--- src/design/mtld_pkg.sv ---
// Shared types and constants for the magic/type/length deframer.
`default_nettype none

package mtld_pkg;

   localparam int unsigned LEN_FIELD_BITS = 32;
   localparam int unsigned MAGIC_BYTES    = 4;
   localparam int unsigned HEADER_BYTES   = 9;

   localparam logic [7:0] TYPE_EVENT = 8'h01;
   localparam logic [7:0] TYPE_VIDEO = 8'h02;

   localparam logic [LEN_FIELD_BITS-1:0] DEFAULT_MAX_LEN = 32'(32 * 1024 * 1024);

   // Position of the final header byte after the magic (type byte is position 0).
   localparam logic [2:0] HEADER_LAST = 3'(HEADER_BYTES - MAGIC_BYTES - 1);

   typedef enum logic [1:0] {
      STATUS_PAYLOAD = 2'd0,
      STATUS_EMPTY   = 2'd1,
      STATUS_DISCARD = 2'd2
   } status_type;

   function automatic logic [7:0] magic_byte(input logic [1:0] idx);
      logic [7:0] value;
      case (idx)
         2'd0:    value = 8'h4C;
         2'd1:    value = 8'h42;
         2'd2:    value = 8'h53;
         default: value = 8'h58;
      endcase
      return value;
   endfunction

   function automatic logic type_emits(input logic [7:0] frame_type);
      return (frame_type == TYPE_EVENT) || (frame_type == TYPE_VIDEO);
   endfunction

endpackage

`default_nettype wire

--- src/design/mtld_if.sv ---
// Valid/ready channel interfaces for the deframer's byte, result and register ports.
`default_nettype none

interface mtld_req_if;
   logic       valid;
   logic       ready;
   logic [7:0] data_byte;

   modport source (output valid, output data_byte, input ready);
   modport sink   (input valid, input data_byte, output ready);
endinterface

interface mtld_rsp_if;
   import mtld_pkg::*;
   logic       valid;
   logic       ready;
   status_type status;
   logic       frame_kind;
   logic [7:0] payload_byte;
   logic       first_of_frame;
   logic       last_of_frame;

   modport source (output valid, output status, output frame_kind, output payload_byte,
                   output first_of_frame, output last_of_frame, input ready);
   modport sink   (input valid, input status, input frame_kind, input payload_byte,
                   input first_of_frame, input last_of_frame, output ready);
endinterface

interface mtld_csr_if;
   logic        valid;
   logic        ready;
   logic [31:0] data;

   modport source (output valid, output data, input ready);
   modport sink   (input valid, input data, output ready);
endinterface

`default_nettype wire

--- src/design/magic_type_length_deframer.sv ---
// Top level of the magic/type/length deframer: hunt, header parse and payload marking.
//
//   port       dir  transaction
//   csr_port   in   max_payload_length write (32 bits)
//   req_port   in   one stream byte
//   rsp_port   out  zero or one result per byte (status, kind, byte, first, last)
//
// One byte per clock while req_port.ready is high: the parser state updates in the accepting
// cycle and any result lands in a single output register, visible the next cycle.
// req_port.ready is low only while that output register is full and not being taken.
// Synchronous reset returns to hunting and loads the default maximum length.
// csr_port is always ready; write it only while the block is idle.
`default_nettype none

module magic_type_length_deframer #(
   parameter int unsigned LENGTH_BITS = 32
) (
   input  wire           clock,
   input  wire           reset,
   mtld_csr_if.sink      csr_port,
   mtld_req_if.sink      req_port,
   mtld_rsp_if.source    rsp_port
);
   import mtld_pkg::*;

   typedef enum logic [1:0] {
      PH_HUNT    = 2'd0,
      PH_HEADER  = 2'd1,
      PH_PAYLOAD = 2'd2
   } phase_type;

   phase_type                   phase_ff,  phase_in;
   logic [1:0]                  magic_ff,  magic_in;
   logic [2:0]                  hdr_pos_ff, hdr_pos_in;
   logic [7:0]                  type_ff,   type_in;
   logic [LEN_FIELD_BITS-1:0]   len_ff,    len_in;
   logic [LENGTH_BITS-1:0]      remain_ff, remain_in;
   logic                        first_ff,  first_in;
   logic [LEN_FIELD_BITS-1:0]   max_len_ff;

   logic                        rsp_valid_ff;
   status_type                  status_ff,  status_in;
   logic                        kind_ff,    kind_in;
   logic [7:0]                  byte_ff,    byte_in;
   logic                        sof_ff,     sof_in;
   logic                        eof_ff,     eof_in;

   logic                        accept;
   logic                        emit;
   logic [7:0]                  b;
   logic [LEN_FIELD_BITS-1:0]   len_new;
   logic                        oversize;
   logic                        last_byte;

   assign csr_port.ready = 1'b1;
   assign req_port.ready = !rsp_valid_ff || rsp_port.ready;
   assign accept         = req_port.valid && req_port.ready;
   assign b              = req_port.data_byte;

   assign len_new   = {len_ff[LEN_FIELD_BITS-9:0], b};
   assign oversize  = (len_new > max_len_ff) || ((len_new >> LENGTH_BITS) != '0);
   assign last_byte = remain_ff <= LENGTH_BITS'(1);

   always_comb begin
      phase_in   = phase_ff;
      magic_in   = magic_ff;
      hdr_pos_in = hdr_pos_ff;
      type_in    = type_ff;
      len_in     = len_ff;
      remain_in  = remain_ff;
      first_in   = first_ff;
      emit       = 1'b0;
      status_in  = STATUS_PAYLOAD;
      kind_in    = 1'b0;
      byte_in    = 8'h00;
      sof_in     = 1'b0;
      eof_in     = 1'b0;

      if (accept) begin
         case (phase_ff)
            PH_HEADER: begin
               hdr_pos_in = hdr_pos_ff + 3'd1;
               if (hdr_pos_ff == 3'd0) begin
                  type_in = b;
                  len_in  = '0;
               end else begin
                  len_in = len_new;
               end
               if (hdr_pos_ff == HEADER_LAST) begin
                  if (oversize) begin
                     phase_in   = PH_HUNT;
                     magic_in   = 2'd0;
                     hdr_pos_in = 3'd0;
                     emit       = 1'b1;
                     status_in  = STATUS_DISCARD;
                  end else if (len_new == '0) begin
                     phase_in   = PH_HUNT;
                     magic_in   = 2'd0;
                     hdr_pos_in = 3'd0;
                     emit       = type_emits(type_ff);
                     status_in  = STATUS_EMPTY;
                     kind_in    = (type_ff == TYPE_VIDEO);
                     eof_in     = 1'b1;
                  end else begin
                     phase_in   = PH_PAYLOAD;
                     hdr_pos_in = 3'd0;
                     remain_in  = LENGTH_BITS'(len_new);
                     first_in   = 1'b1;
                  end
               end
            end
            PH_PAYLOAD: begin
               first_in  = 1'b0;
               remain_in = remain_ff - LENGTH_BITS'(1);
               if (last_byte) begin
                  phase_in   = PH_HUNT;
                  magic_in   = 2'd0;
                  hdr_pos_in = 3'd0;
               end
               emit      = type_emits(type_ff);
               status_in = STATUS_PAYLOAD;
               kind_in   = (type_ff == TYPE_VIDEO);
               byte_in   = b;
               sof_in    = first_ff;
               eof_in    = last_byte;
            end
            default: begin
               // Sliding match; no magic byte repeats, so a mismatch restarts at most one deep.
               phase_in = PH_HUNT;
               if (b == magic_byte(magic_ff)) begin
                  if (magic_ff == 2'(MAGIC_BYTES - 1)) begin
                     magic_in   = 2'd0;
                     phase_in   = PH_HEADER;
                     hdr_pos_in = 3'd0;
                  end else begin
                     magic_in = magic_ff + 2'd1;
                  end
               end else begin
                  magic_in = (b == magic_byte(2'd0)) ? 2'd1 : 2'd0;
               end
            end
         endcase
      end
   end

   always_ff @(posedge clock) begin
      if (reset) begin
         phase_ff     <= PH_HUNT;
         magic_ff     <= 2'd0;
         hdr_pos_ff   <= 3'd0;
         first_ff     <= 1'b0;
         max_len_ff   <= DEFAULT_MAX_LEN;
         rsp_valid_ff <= 1'b0;
      end else begin
         phase_ff   <= phase_in;
         magic_ff   <= magic_in;
         hdr_pos_ff <= hdr_pos_in;
         first_ff   <= first_in;
         if (csr_port.valid) begin
            max_len_ff <= csr_port.data;
         end
         if (accept && emit) begin
            rsp_valid_ff <= 1'b1;
         end else if (rsp_port.ready) begin
            rsp_valid_ff <= 1'b0;
         end
      end
   end

   always_ff @(posedge clock) begin
      type_ff   <= type_in;
      len_ff    <= len_in;
      remain_ff <= remain_in;
      if (accept && emit) begin
         status_ff <= status_in;
         kind_ff   <= kind_in;
         byte_ff   <= byte_in;
         sof_ff    <= sof_in;
         eof_ff    <= eof_in;
      end
   end

   assign rsp_port.valid          = rsp_valid_ff;
   assign rsp_port.status         = status_ff;
   assign rsp_port.frame_kind     = kind_ff;
   assign rsp_port.payload_byte   = byte_ff;
   assign rsp_port.first_of_frame = sof_ff;
   assign rsp_port.last_of_frame  = eof_ff;

   // A held result must block new bytes so it is never overwritten.
   a_no_overwrite: assert property (@(posedge clock) disable iff (reset)
      (rsp_valid_ff && !rsp_port.ready) |-> !req_port.ready)
      else $error("deframer accepted a byte while its result was stalled");

   a_remain_live: assert property (@(posedge clock) disable iff (reset)
      (phase_ff == PH_PAYLOAD) |-> (remain_ff != '0))
      else $error("deframer in payload with no bytes remaining");

   a_magic_hunt_only: assert property (@(posedge clock) disable iff (reset)
      (magic_ff != 2'd0) |-> (phase_ff == PH_HUNT))
      else $error("partial magic held outside hunting");

   a_discard_clean: assert property (@(posedge clock) disable iff (reset)
      (rsp_valid_ff && status_ff != STATUS_PAYLOAD) |->
         (byte_ff == 8'h00 && !sof_ff))
      else $error("non-payload result carries payload marks");

   a_reset_hunt: assert property (@(posedge clock)
      reset |=> (phase_ff == PH_HUNT && !rsp_valid_ff))
      else $error("deframer not hunting after reset");

endmodule

`default_nettype wire

--- src/flat_wrapper.sv ---
// flat-port wrapper written by rule: the top's interface ports become plain ports
module magic_type_length_deframer_flat import mtld_pkg::*;
#(
   parameter int unsigned LENGTH_BITS = 32
)
  (clock, reset, csr_port_valid, csr_port_data, csr_port_ready, req_port_valid, req_port_data_byte, req_port_ready, rsp_port_valid, rsp_port_status, rsp_port_frame_kind, rsp_port_payload_byte, rsp_port_first_of_frame, rsp_port_last_of_frame, rsp_port_ready);
  mtld_csr_if csr_port_i ();
  mtld_req_if req_port_i ();
  mtld_rsp_if rsp_port_i ();
  input  wire clock;
  input  wire reset;
  input wire logic [$bits(csr_port_i.valid)-1:0] csr_port_valid;
  input wire logic [$bits(csr_port_i.data)-1:0] csr_port_data;
  output wire logic [$bits(csr_port_i.ready)-1:0] csr_port_ready;
  input wire logic [$bits(req_port_i.valid)-1:0] req_port_valid;
  input wire logic [$bits(req_port_i.data_byte)-1:0] req_port_data_byte;
  output wire logic [$bits(req_port_i.ready)-1:0] req_port_ready;
  output wire logic [$bits(rsp_port_i.valid)-1:0] rsp_port_valid;
  output wire logic [$bits(rsp_port_i.status)-1:0] rsp_port_status;
  output wire logic [$bits(rsp_port_i.frame_kind)-1:0] rsp_port_frame_kind;
  output wire logic [$bits(rsp_port_i.payload_byte)-1:0] rsp_port_payload_byte;
  output wire logic [$bits(rsp_port_i.first_of_frame)-1:0] rsp_port_first_of_frame;
  output wire logic [$bits(rsp_port_i.last_of_frame)-1:0] rsp_port_last_of_frame;
  input wire logic [$bits(rsp_port_i.ready)-1:0] rsp_port_ready;
  assign csr_port_i.valid = csr_port_valid;
  assign csr_port_i.data = csr_port_data;
  assign csr_port_ready = csr_port_i.ready;
  assign req_port_i.valid = req_port_valid;
  assign req_port_i.data_byte = req_port_data_byte;
  assign req_port_ready = req_port_i.ready;
  assign rsp_port_valid = rsp_port_i.valid;
  assign rsp_port_status = rsp_port_i.status;
  assign rsp_port_frame_kind = rsp_port_i.frame_kind;
  assign rsp_port_payload_byte = rsp_port_i.payload_byte;
  assign rsp_port_first_of_frame = rsp_port_i.first_of_frame;
  assign rsp_port_last_of_frame = rsp_port_i.last_of_frame;
  assign rsp_port_i.ready = rsp_port_ready;
  magic_type_length_deframer #(.LENGTH_BITS(LENGTH_BITS)) u_core (.clock(clock), .reset(reset), .csr_port(csr_port_i), .req_port(req_port_i), .rsp_port(rsp_port_i));
endmodule
--- config.mk ---
export PLATFORM = sky130hd
export DESIGN_NAME = magic_type_length_deframer_flat
export DESIGN_NICKNAME = d
export VERILOG_FILES = /design/src/design/mtld_pkg.sv /design/src/design/mtld_if.sv /design/src/design/magic_type_length_deframer.sv /design/src/flat_wrapper.sv
export SDC_FILE = /design/constraint.sdc
export NUM_CORES = 1
export LEC_CHECK = 0
export BUFFER_PORTS_ARGS = -buffer_cell sky130_fd_sc_hd__buf_2
export CAP_MARGIN = 15
export CORE_MARGIN = 4
export CORE_UTILIZATION = 30
export CTS_CLUSTER_SIZE = 24
export DETAILED_ROUTE_END_ITERATION = 10
export GPL_ROUTABILITY_DRIVEN = 1
export HOLD_SLACK_MARGIN = 0.03
export SLEW_MARGIN = 20
export SYNTH_ARGS = -nofsm -noshare
export SYNTH_HDL_FRONTEND = slang
export SYNTH_SLANG_ARGS = --single-unit
--- constraint.sdc ---
create_clock -name clock -period 4.5 [get_ports clock]
set_input_delay 0 -clock clock [delete_from_list [all_inputs] [get_ports clock]]
set_output_delay 0 -clock clock [all_outputs]
set_load 0.05 [all_outputs]
==> flow_summary.toml, run 1 <==
[outcome]
status = "finished, final reports clean"

[clocking]
clock_latency_ns = 0.42
cts_resized = 0
post-cts-setup-buffers = 0
cts_buffers = 17
ctsHtreeMaxLevel = 4
cts.path.max_buffers = 2
cts_sinks = 118
ctsHoldBuffers = 42
clk_pin_slew_worst_paths_ns = 0.05
cts_tree = "yes"
cts_root_buffer = "clkbuf_16"

[setup_path]
cp-end-kind = "register"
cp-start-kind = "register"
arrival_ns = 3.51
cp-startpoint = "u_core.len_ff[5]$_SDFFCE_PN0P_"
r2r_slack_ns = 1.11
required_ns = 4.62
worstSetupEndpoint = "u_core.remain_ff[17]$_DFFE_PP_"
critPathKind = "reg2reg"
path_max_fanout = 22
reg2reg_depth = 8
reg2reg_to = "u_core.remain_ff[17]$_DFFE_PP_"
worstReg2RegStart = "u_core.len_ff[5]$_SDFFCE_PN0P_"

[floorplan]
start_util_pct = 30.8
core_um2 = 20400
die_area_um2 = 23300
die_h_um = 153
core.rowCount = 52
die_w_um = 153
io_pins = 61

[layout]
diodes = 0
nNetsFinal = 799
register_area_um2 = 3130
drive_gt1_share_pct = 15.9
fillers = 1954
multi_input_area_um2 = 2870
final_cells = 995
area.growth.synth_to_final_pct = 26.1

[power]
p_leak_nw = 2.97
max-vdd-ir-drop_mv = 0.182
p_per_area_nw_per_um2 = 350
p_total_mw = 2.76

[detailed_routing]
routedWlPerCell_um = 14.7
viasPerCell = 4.64
ant_nets = 0
drtPass1Iterations = 4
drc = 0
drt_iter0_drc = 288
wirelength_mm = 14.6
dr_total_vias = 4615

[grt]
antenna_found_initial = 0
grt_max_degree = 50
grt_pass1_vias = 4657
grt_overflow = 0
grt_pass1_wl_mm = 24.1
grt_use_total_pct = 13.0

[sta]
final_hold_viol_count = 0
setup_tns_ns = 0
rsz0062_at_grt = "false"
finalSetupViolCount = 0
layout_min_cycle_time_ns = 3.39
min_period_over_period_pct = 75.3
max_freq_mhz = 295
slew_viol_final = 0
tightestPinTransition_ns = 0.972
maxSlewHeadroom_pct = 35.1
fin_skew_ns = 0.00748

[yosys]
ys.flop_type = "edfxtp_1"
synth_edf_count = 77
synth_area_leader_cell = "edfxtp_1"
ys_warn_count = 0
ys_seq_elements = 118
synth.distinct_cells = 60
ys_seq_area_share_pct = 50.0
async_reset_ff_share_pct = 0
synth_nets = 697
yosys-top-cells-area = "edfxtp_1 37%, dfxtp_1 13%, ha_1 8.4%"
synth_top_area_share_pct = 36.9
postSynthCellCount = 610
syn_area_um2 = 6260
avgSynthCellArea_um2 = 10.3

[placement]
numPortBuffers = 59
dp_hpwl_mm = 10.4
finalWeightedCongestion = 0.797
dpl.cell_count = 921

[worst_hold_path]
min_from = "reset"
min_path_cells = 2
hp-class = "in2reg"

[run]
cap_violations = 0
==> stage by stage <==
stage	hold slack (ns)	util (%)	setup WS, ns	instance area, µm²
2_1_floorplan	0.0989	-	0.459	6260
3_3_place_gp	0.234	33.6	1.08	6850
3_5_place_dp	0.242	33.6	1.07	6850
4_1_cts	0.134	38.8	1.08	7900
5_1_grt	0.173	38.8	0.848	7900
6_report	0.151	38.8	1.11	7900
==> report_power, final <==
| group | switching, mW | total (mW) | internal, mW | leakage, nW |
|---|---|---|---|---|
| Clock | 0.506 | 1.43 | 0.928 | 0.297 |
| Sequential | 0.00854 | 1.17 | 1.16 | 0.995 |
| Combinational | 0.0812 | 0.161 | 0.0798 | 1.67 |
==> worst min path at each step <==
stage                     slack (ns)                            endpoint
after CTS                       0.13  u_core.max_len_ff[12]$_SDFFE_PP0P_
final                           0.15   u_core.max_len_ff[1]$_SDFFE_PP0P_
after global routing            0.17  u_core.max_len_ff[12]$_SDFFE_PP0P_
after floorplan                  0.1         u_core.type_ff[0]$_DFFE_PP_
after global placement          0.23  u_core.max_len_ff[13]$_SDFFE_PP0P_
after detailed placement        0.24   u_core.max_len_ff[4]$_SDFFE_PP0P_
==> metal layers <==
| layer | track usage, % | vias up | share of wire, % |
|---|---|---|---|
| met5 | 0 | - | 0 |
| met4 | 5.01 | 0 | 2.2 |
| met3 | 3.32 | 19 | 4.2 |
| met2 | 21.6 | 84 | 49 |
| met1 | 16.2 | 2151 | 45 |
| li1 | - | 2361 | - |
==> kinds of logic after synthesis <==
group / share of synthesized area, %
AO/OA/AOI/OAI: 7.71
XOR/XNOR: 4.33
adder cells (fa/ha/maj): 8.39
buffers and inverters: 4.29
flip-flops: 50.0
multiplexers: 5.13
other: 0.0599
AND/OR/NAND/NOR: 20.1
==> layout by cell type, fill, tap and decap left out, types with 3 or more instances in the layout <==
cell type	synthesis	routed
a21oi_1	53	53
and2_1	24	24
and3_1	8	8
buf_2	0	59
bufinv_16	0	4
clkbuf_16	0	17
clkinv_4	0	4
clkinvlp_4	0	3
dfxtp_1	41	41
dlygate4sd3_1	0	42
edfxtp_1	77	77
ha_1	42	41
inv_1	47	47
mux2i_1	31	31
nand2_1	32	32
nand2b_1	7	7
nand3_1	11	11
nand4_1	8	8
nor2_1	89	89
nor3_1	11	11
nor4_1	10	10
o21ai_0	6	6
or3_1	9	9
or3_2	4	4
or4b_4	4	4
xnor2_1	21	21
xor2_1	10	10
==> final cells by class <==
class	count	area share [%]
clock buffer	17	5.39
inverter	47	2.23
multi-input combinational	424	36.4
timing repair buffer	104	9.50
tap	270	4.28
clock inverter	15	2.58
sequential	118	39.7
==> cells in the mapped netlist, drive strengths merged (2+ instances only) <==
| master | instances |
|---|---|
| inv | 47 |
| ha | 42 |
| or4b | 4 |
| and4 | 2 |
| mux2i | 31 |
| nand4 | 8 |
| nor3 | 11 |
| nand2 | 32 |
| clkbuf | 19 |
| and3 | 8 |
| a221o | 2 |
| nor4 | 11 |
| a21o | 2 |
| or4 | 4 |
| nor2b | 3 |
| nand2b | 7 |
| nand3b | 2 |
| and2 | 25 |
| nand3 | 12 |
| xnor2 | 21 |
| a31oi | 2 |
| o211ai | 2 |
| or3 | 13 |
| nor2 | 89 |
| xor2 | 10 |
| buf | 2 |
| a21oi | 53 |
| edfxtp | 77 |
| o21ai | 6 |
| a2111oi | 2 |
| dfxtp | 41 |
| or3b | 2 |
==> sequential cells by signal (all words and copies together) (netlist names), 2 cells and up <==
register                      flops
u_core.len_ff                    24
u_core.rsp_port.payload_byte      8
u_core.type_ff                    8
u_core.rsp_port.status            2
u_core.max_len_ff                32
u_core.magic_ff                   2
u_core.phase_ff                   2
u_core.remain_ff                 32
u_core.hdr_pos_ff                 3
==> critical path, cell delays in order, from the launching register on <==
cell	delay, ns
edfxtp_1	0.48
ha_1	0.34
nand4_1	0.17
nor4_1	0.63
a211oi_1	0.20
a22oi_1	0.26
nand2_1	0.12
o22ai_2	0.61
buf_12	0.26
No activity file was read; power rests on OpenSTA's default activity.
==> run 2: changes to the inputs <==
--- a/config.mk
+++ b/config.mk
@@ -5,6 +5,7 @@
 export SDC_FILE = /design/constraint.sdc
 export NUM_CORES = 1
 export LEC_CHECK = 0
+export ABC_AREA = 1
 export BUFFER_PORTS_ARGS = -buffer_cell sky130_fd_sc_hd__buf_2
 export CAP_MARGIN = 15
 export CORE_MARGIN = 4
==> constraint.sdc (replaced) <==
create_clock -name clock -period 3.42 [get_ports clock]
set_input_delay 0 -clock clock [delete_from_list [all_inputs] [get_ports clock]]
set_output_delay 0 -clock clock [all_outputs]
set_load 0.05 [all_outputs]
==> run 2 against run 1 <==
Effect of this change: via count is 13% higher; synthesized cell count is 23% higher; setup slack worse by 0.20 ns; die area is 2.6% higher; largest power group unchanged.
==> flow_summary.toml, run 2 <==
[grt]
grt_max_degree = 37
grt_use_total_pct = 13.5
antenna_found_initial = 0
grt_pass1_vias = 5152
grt_overflow = 0
grt_pass1_wl_mm = 25.4

[yosys]
synth_edf_count = 77
avgSynthCellArea_um2 = 8.56
async_reset_ff_share_pct = 0
synth_top_area_share_pct = 35.9
synth_common_cells = "123 x nand2_1, 114 x nor2_1, 105 x inv_1"
synth.distinct_cells = 46
yosys-top-cells-area = "edfxtp_1 36%, dfxtp_1 13%, ha_1 8.2%"
synth_nets = 839
ys_seq_elements = 118
syn_area_um2 = 6430
yosysMostFrequentCell = "nand2_1"
ys_warn_count = 0
ys.flop_type = "edfxtp_1"
postSynthCellCount = 752
ys_seq_area_share_pct = 48.7
synth_area_leader_cell = "edfxtp_1"

[clocking]
clock_latency_ns = 0.42
clk_pin_slew_worst_paths_ns = 0.06
cts.path.max_buffers = 2
post-cts-setup-buffers = 0
cts_buffers = 17
cts_root_buffer = "clkbuf_16"
cts_sinks = 118
cts_tree = "yes"
ctsHtreeMaxLevel = 4

[layout]
drive_gt1_share_pct = 14.3
area.growth.synth_to_final_pct = 24.9
top_regs = "u_core.max_len_ff x32, u_core.remain_ff x32, u_core.len_ff x24"
register_area_um2 = 3130
diodes = 0
nNetsFinal = 950
layout_common_cells = "123 x nand2_1, 113 x nor2_1, 105 x inv_1"
design_area_um2 = 8030
multi_input_area_um2 = 2800
layout_commonest_cell = "nand2_1"
fillers = 2137

[sta]
layout_min_cycle_time_ns = 2.51
tightestPinTransition_ns = 0.918
max_freq_mhz = 398
maxSlewHeadroom_pct = 38.7
fin_skew_ns = 0.00853
finalSetupViolCount = 0
setup_tns_ns = 0
min_period_over_period_pct = 73.4
final_hold_viol_count = 0
rsz0062_at_grt = "false"
slew_viol_final = 0

[power]
max-vdd-ir-drop_mv = 0.277
comb_power_share_pct = 9.7
netSwitchingFraction_pct = 24.5
pwr-share-clk_pct = 45.5
p_total_mw = 3.57
pwr-share-seq_pct = 44.8
p_leak_nw = 3.41
p_per_area_nw_per_um2 = 444
internal_power_mw = 2.69
p_sw_mw = 0.874

[setup_path]
cp-start-kind = "register"
arrival_ns = 2.58
critPathKind = "reg2reg"
path_max_fanout = 32
required_ns = 3.49
cp-end-kind = "register"

[placement]
finalWeightedCongestion = 0.868
dp_hpwl_mm = 11.3
place_area_um2 = 7040
numPortBuffers = 59

[detailed_routing]
ant_nets = 0
viasPerCell = 4.53
routedWlPerCell_um = 13.5
drc = 0
drt_iter0_drc = 249
wirelength_mm = 15.6
drtPass1Iterations = 5
dr_total_vias = 5211

[floorplan]
die_area_um2 = 23900
die_h_um = 154
core_um2 = 21100
io_pins = 61
core.rowCount = 53
die_w_um = 154
start_util_pct = 30.5

[outcome]
status = "finished, final reports clean"

[run]
cap_violations = 0

[worst_hold_path]
hp-class = "in2reg"
run 2: cell count changes in the layout (fill, tap and decap cells not counted), sizes merged, moves of 7 or more:
cell and delta:
nand2 +92, inv +60, o21ai +57, nor2 +35, mux2i -31, and2 -25
nand3 +15, xnor2 -13, or3 -12, and3 -8, nand2b -7
run 2: what timing repair did:
item                      4_1_cts  5_1_grt
hold buffers                   45        0
resized for setup               0        0
hold endpoints to repair       47        0
run 2: cell families (layout without fill, tap and decap cells):
| group | count (synthesis) | count (layout) | share of synthesized area (%) |
|---|---|---|---|
| AND/OR/NAND/NOR | 312 | 312 | 21.9 |
| AO/OA/AOI/OAI | 134 | 134 | 11.1 |
| buffers and inverters | 128 | 252 | 7.76 |
| flip-flops | 118 | 118 | 48.7 |
| adder cells (fa/ha/maj) | 42 | 42 | 8.17 |
| XOR/XNOR | 17 | 17 | 2.31 |
| other | 1 | 1 | 0.0583 |
run 2: critical path: stages, from the launching register on:
cell	delay, ns
edfxtp_1	0.42
ha_1	0.31
a21oi_1	0.15
nor2_1	0.06
nor2_1	0.10
nand3_1	0.09
a21oi_1	0.23
nand2_1	0.15
nand3_1	0.11
nand3_1	0.09
inv_1	0.07
buf_4	0.38
run 2: power by group through the flow:
stage                     combinational (mW)  sequential [mW]  clock (mW)
final                                  0.346             1.60        1.62
after global routing                   0.396             1.60        1.73
after CTS                              0.345             1.60        1.66
after detailed placement               0.305             1.63           0
after global placement                 0.301             1.63           0
after floorplan                        0.207             1.62           0
run 2: through the flow:
stage	std cells	utilization, %	hold slack, ns	setup WS, ns
CTS	1151	38.1	0.0439	0.925
detailed placement	1074	33.4	0.224	0.940
global placement	1074	33.4	0.223	0.948
global route	1151	38.1	0.0713	0.704
finish	1151	38.1	0.0625	0.911
floorplan	752	-	0.0691	0.776
run 2: layer usage:
| metal | part of all wire, % | up-vias | wire length, µm | GRT usage, % |
|---|---|---|---|---|
| met3 | 4.0 | 20 | 616 | 3.27 |
| li1 | - | 2722 | - | - |
| met5 | 0 | - | 0 | 0 |
| met4 | 2.0 | 0 | 304 | 5.13 |
| met2 | 47 | 107 | 7360 | 22.0 |
| met1 | 47 | 2362 | 7290 | 17.4 |
run 2: cell type report:
cell class	instances	area share [%]
Inverter	109	5.09
Sequential cell	118	39.0
Clock inverter	12	0.950
Multi-Input combinational cell	506	34.9
Tap cell	275	4.28
Clock buffer	20	5.83
Timing Repair Buffer	111	9.94
run 2: worst paths after layout:
kind / start / end / slack [ns] / depth (start not counted)
min: req_port_valid / u_core.rsp_port.status[0]$_SDFFCE_PP0P_ / 0.06 / 3
max reg2reg: u_core.len_ff[13]$_SDFFCE_PN0P_ / u_core.remain_ff[29]$_DFFE_PP_ / 0.91 / 11
min reg2reg: u_core.max_len_ff[7]$_SDFFE_PP0P_ / u_core.max_len_ff[7]$_SDFFE_PP0P_ / 0.46 / 2
max: u_core.len_ff[13]$_SDFFCE_PN0P_ / u_core.remain_ff[29]$_DFFE_PP_ / 0.91 / 11
==> run 3: changes to the inputs <==
==> constraint.sdc (replaced) <==
create_clock -name clock -period 2.1 [get_ports clock]
set_input_delay 0 -clock clock [delete_from_list [all_inputs] [get_ports clock]]
set_output_delay 0 -clock clock [all_outputs]
set_load 0.05 [all_outputs]
==> run 3 against run 2 <==
Effect of this change: sequential cell count unchanged; critical path type unchanged; combinational power increased by 89%; core utilization up 3.3 points; via count increased by 5.0%; critical path depth increased by 2; fmax rose by 18%; sequential power grew 62%; first-iteration DRC count is 27% higher; the flow now finishes with violations (setup timing).
==> flow_summary.toml, run 3 (synthesized netlist as in run 2, its figures left out) <==
[sta]
final_hold_viol_count = 0
finalSetupViolCount = 45
holdWs_ns = 0.138
slew_viol_final = 0
max_freq_mhz = 469
fin_skew_ns = 0.0110
min_period_over_period_pct = 102
layout_min_cycle_time_ns = 2.13
rsz0062_at_grt = "true"
setup_tns_ns = -0.905
setup_ws_ns = -0.0338

[layout]
nNetsFinal = 1001
layout_commonest_cell = "nand2_1"
area.growth.synth_to_final_pct = 35.6
design_area_um2 = 8730
diodes = 0
top_regs = "u_core.max_len_ff x32, u_core.remain_ff x32, u_core.len_ff x24"
drive_gt1_share_pct = 22.3
layout_common_cells = "119 x nand2_1, 106 x nor2_1, 101 x inv_1"
postLayoutCoreUtil_pct = 41.4
fillers = 2091

[outcome]
violations = "setup timing"
status = "complete, but fails checks"

[grt]
antenna_found_initial = 0
grt_pass1_wl_mm = 26.5
grt_use_total_pct = 14.1
grt_overflow = 0
grt_pass1_vias = 5372
grt_max_degree = 37

[clocking]
cts.path.max_buffers = 2
cts_buffers = 17
cts_sinks = 118
cts_root_buffer = "clkbuf_16"
clk_pin_slew_worst_paths_ns = 0.05
cts_tree = "yes"
clock_latency_ns = 0.42
ctsHtreeMaxLevel = 4

[setup_path]
critPathBufInv = 4
path_max_fanout = 6
arrival_ns = 2.27
cp_slowest_cell = "edfxtp_1"
cp-startpoint = "u_core.len_ff[13]$_SDFFCE_PN0P_"
critPathKind = "reg2reg"
r2r_slack_ns = -0.03
worstReg2RegStart = "u_core.len_ff[13]$_SDFFCE_PN0P_"
path_delay_family = "simple AND/OR/NAND/NOR gates"
crit_path_frequent_cell = "nand2_1"
worstPathCellList = "buf_4 -> inv_1 -> nand4_1 -> nor2_1 -> nand3_1 -> nor2_4 -> nand2_1 -> nand2_1 -> nand2_1 -> nand2_1 -> nand2_2 -> inv_4 -> clkbuf_16"
worst-path-stages = 13
cp-end-kind = "register"
cp-start-kind = "register"
worstSetupEndpoint = "u_core.rsp_port.status[0]$_SDFFCE_PP0P_"
slowest_delay_ns = 0.43
reg2reg_to = "u_core.rsp_port.status[0]$_SDFFCE_PP0P_"
reg2reg_depth = 13
required_ns = 2.24

[power]
p_per_area_nw_per_um2 = 689
max-vdd-ir-drop_mv = 0.566
p_total_mw = 6.02
p_leak_nw = 3.68

[detailed_routing]
drc = 0
drt_iter0_drc = 315
ant_nets = 0
wl_met2_mm = 7.62
viasPerCell = 4.55
drtPass1Iterations = 5
dr_total_vias = 5470
wirelength_mm = 16.4
dr_wl_met3_um = 729
top_layer_used = "met4"
routedWlPerCell_um = 13.6
wl_met1_mm = 7.67

[placement]
numPortBuffers = 59
place_area_um2 = 7450
finalWeightedCongestion = 0.873
dp_hpwl_mm = 11.9

[floorplan]
die_h_um = 154
core_um2 = 21100
die_w_um = 154
io_pins = 61
start_util_pct = 30.5
core.rowCount = 53
die_area_um2 = 23900

[run]
cap_violations = 0

[worst_hold_path]
hp-class = "in2reg"
[run 3: changes by cell type in the layout (fill, tap and decap cells not counted), moves of 5 or more]
cell and change:
buf_4 +45, ha_1 -7, ha_4 +6, nand3_1 -5, nor2_1 -7, nor2_2 +5
[run 3: per-stage QoR]
step	worst slack (ns)	std cells
6_report	-0.0338	1202
5_1_grt	-0.148	1202
4_1_cts	-0.0261	1197
3_5_place_dp	-0.0759	1119
3_3_place_gp	-0.0343	1119
2_1_floorplan	-0.0893	752
[run 3: power breakdown]
| group | internal (mW) | total (mW) | switching, mW |
|---|---|---|---|
| clock network | 1.75 | 2.76 | 1.01 |
| registers | 2.56 | 2.60 | 0.0410 |
| logic | 0.294 | 0.655 | 0.361 |
[run 3: tightest hold or removal path: cells and delay by family]
kind	cells	cell delay (ns)
simple gates	2	0.19
buf+inv	2	0.25
[run 3: how the worst min path moves through the flow]
| stage | depth (start not counted) | startpoint | slack (ns) | to |
|---|---|---|---|---|
| after floorplan | 1 | reset | 0.06 | u_core.rsp_port.valid$_SDFFE_PP0P_ |
| after global placement | 3 | csr_port_data[0] | 0.23 | u_core.max_len_ff[0]$_SDFFE_PP0P_ |
| after detailed placement | 3 | csr_port_data[25] | 0.23 | u_core.max_len_ff[25]$_SDFFE_PP1P_ |
| after CTS | 4 | req_port_valid | 0.11 | u_core.rsp_port.status[1]$_SDFFCE_PN0P_ |
| after global routing | 4 | req_port_valid | 0.15 | u_core.rsp_port.status[1]$_SDFFCE_PN0P_ |
| final | 4 | req_port_valid | 0.14 | u_core.rsp_port.status[1]$_SDFFCE_PN0P_ |
[run 3: repair_timing]
item / 4_1_cts / 5_1_grt
cloned: 0 / 2
pin swaps: 0 / 6
buffers inserted: 1 / 3
resized for setup: 8 / 29
hold buffers: 45 / 0
endpoints found under the hold margin: 48 / 0
endpoints found under the setup margin: 46 / 54
[run 3: final cells by class]
| type | instances | area (µm²) | area share, % |
|---|---|---|---|
| repair buffers | 162 | 1270 | 14.5 |
| flip-flops and latches | 118 | 3130 | 35.9 |
| clock inverters | 8 | 72.6 | 0.832 |
| clock buffers | 24 | 493 | 5.65 |
| inverters | 109 | 415 | 4.76 |
| multi-input cells | 506 | 3000 | 34.4 |
| well taps | 275 | 344 | 3.94 |
[run 3: layer usage]
metal | vias to the layer above | global-route usage, %
met3 | 25 | 3.05
li1 | 2828 | -
met4 | 0 | 5.93
met1 | 2499 | 18.5
met5 | - | 0
met2 | 118 | 22.4
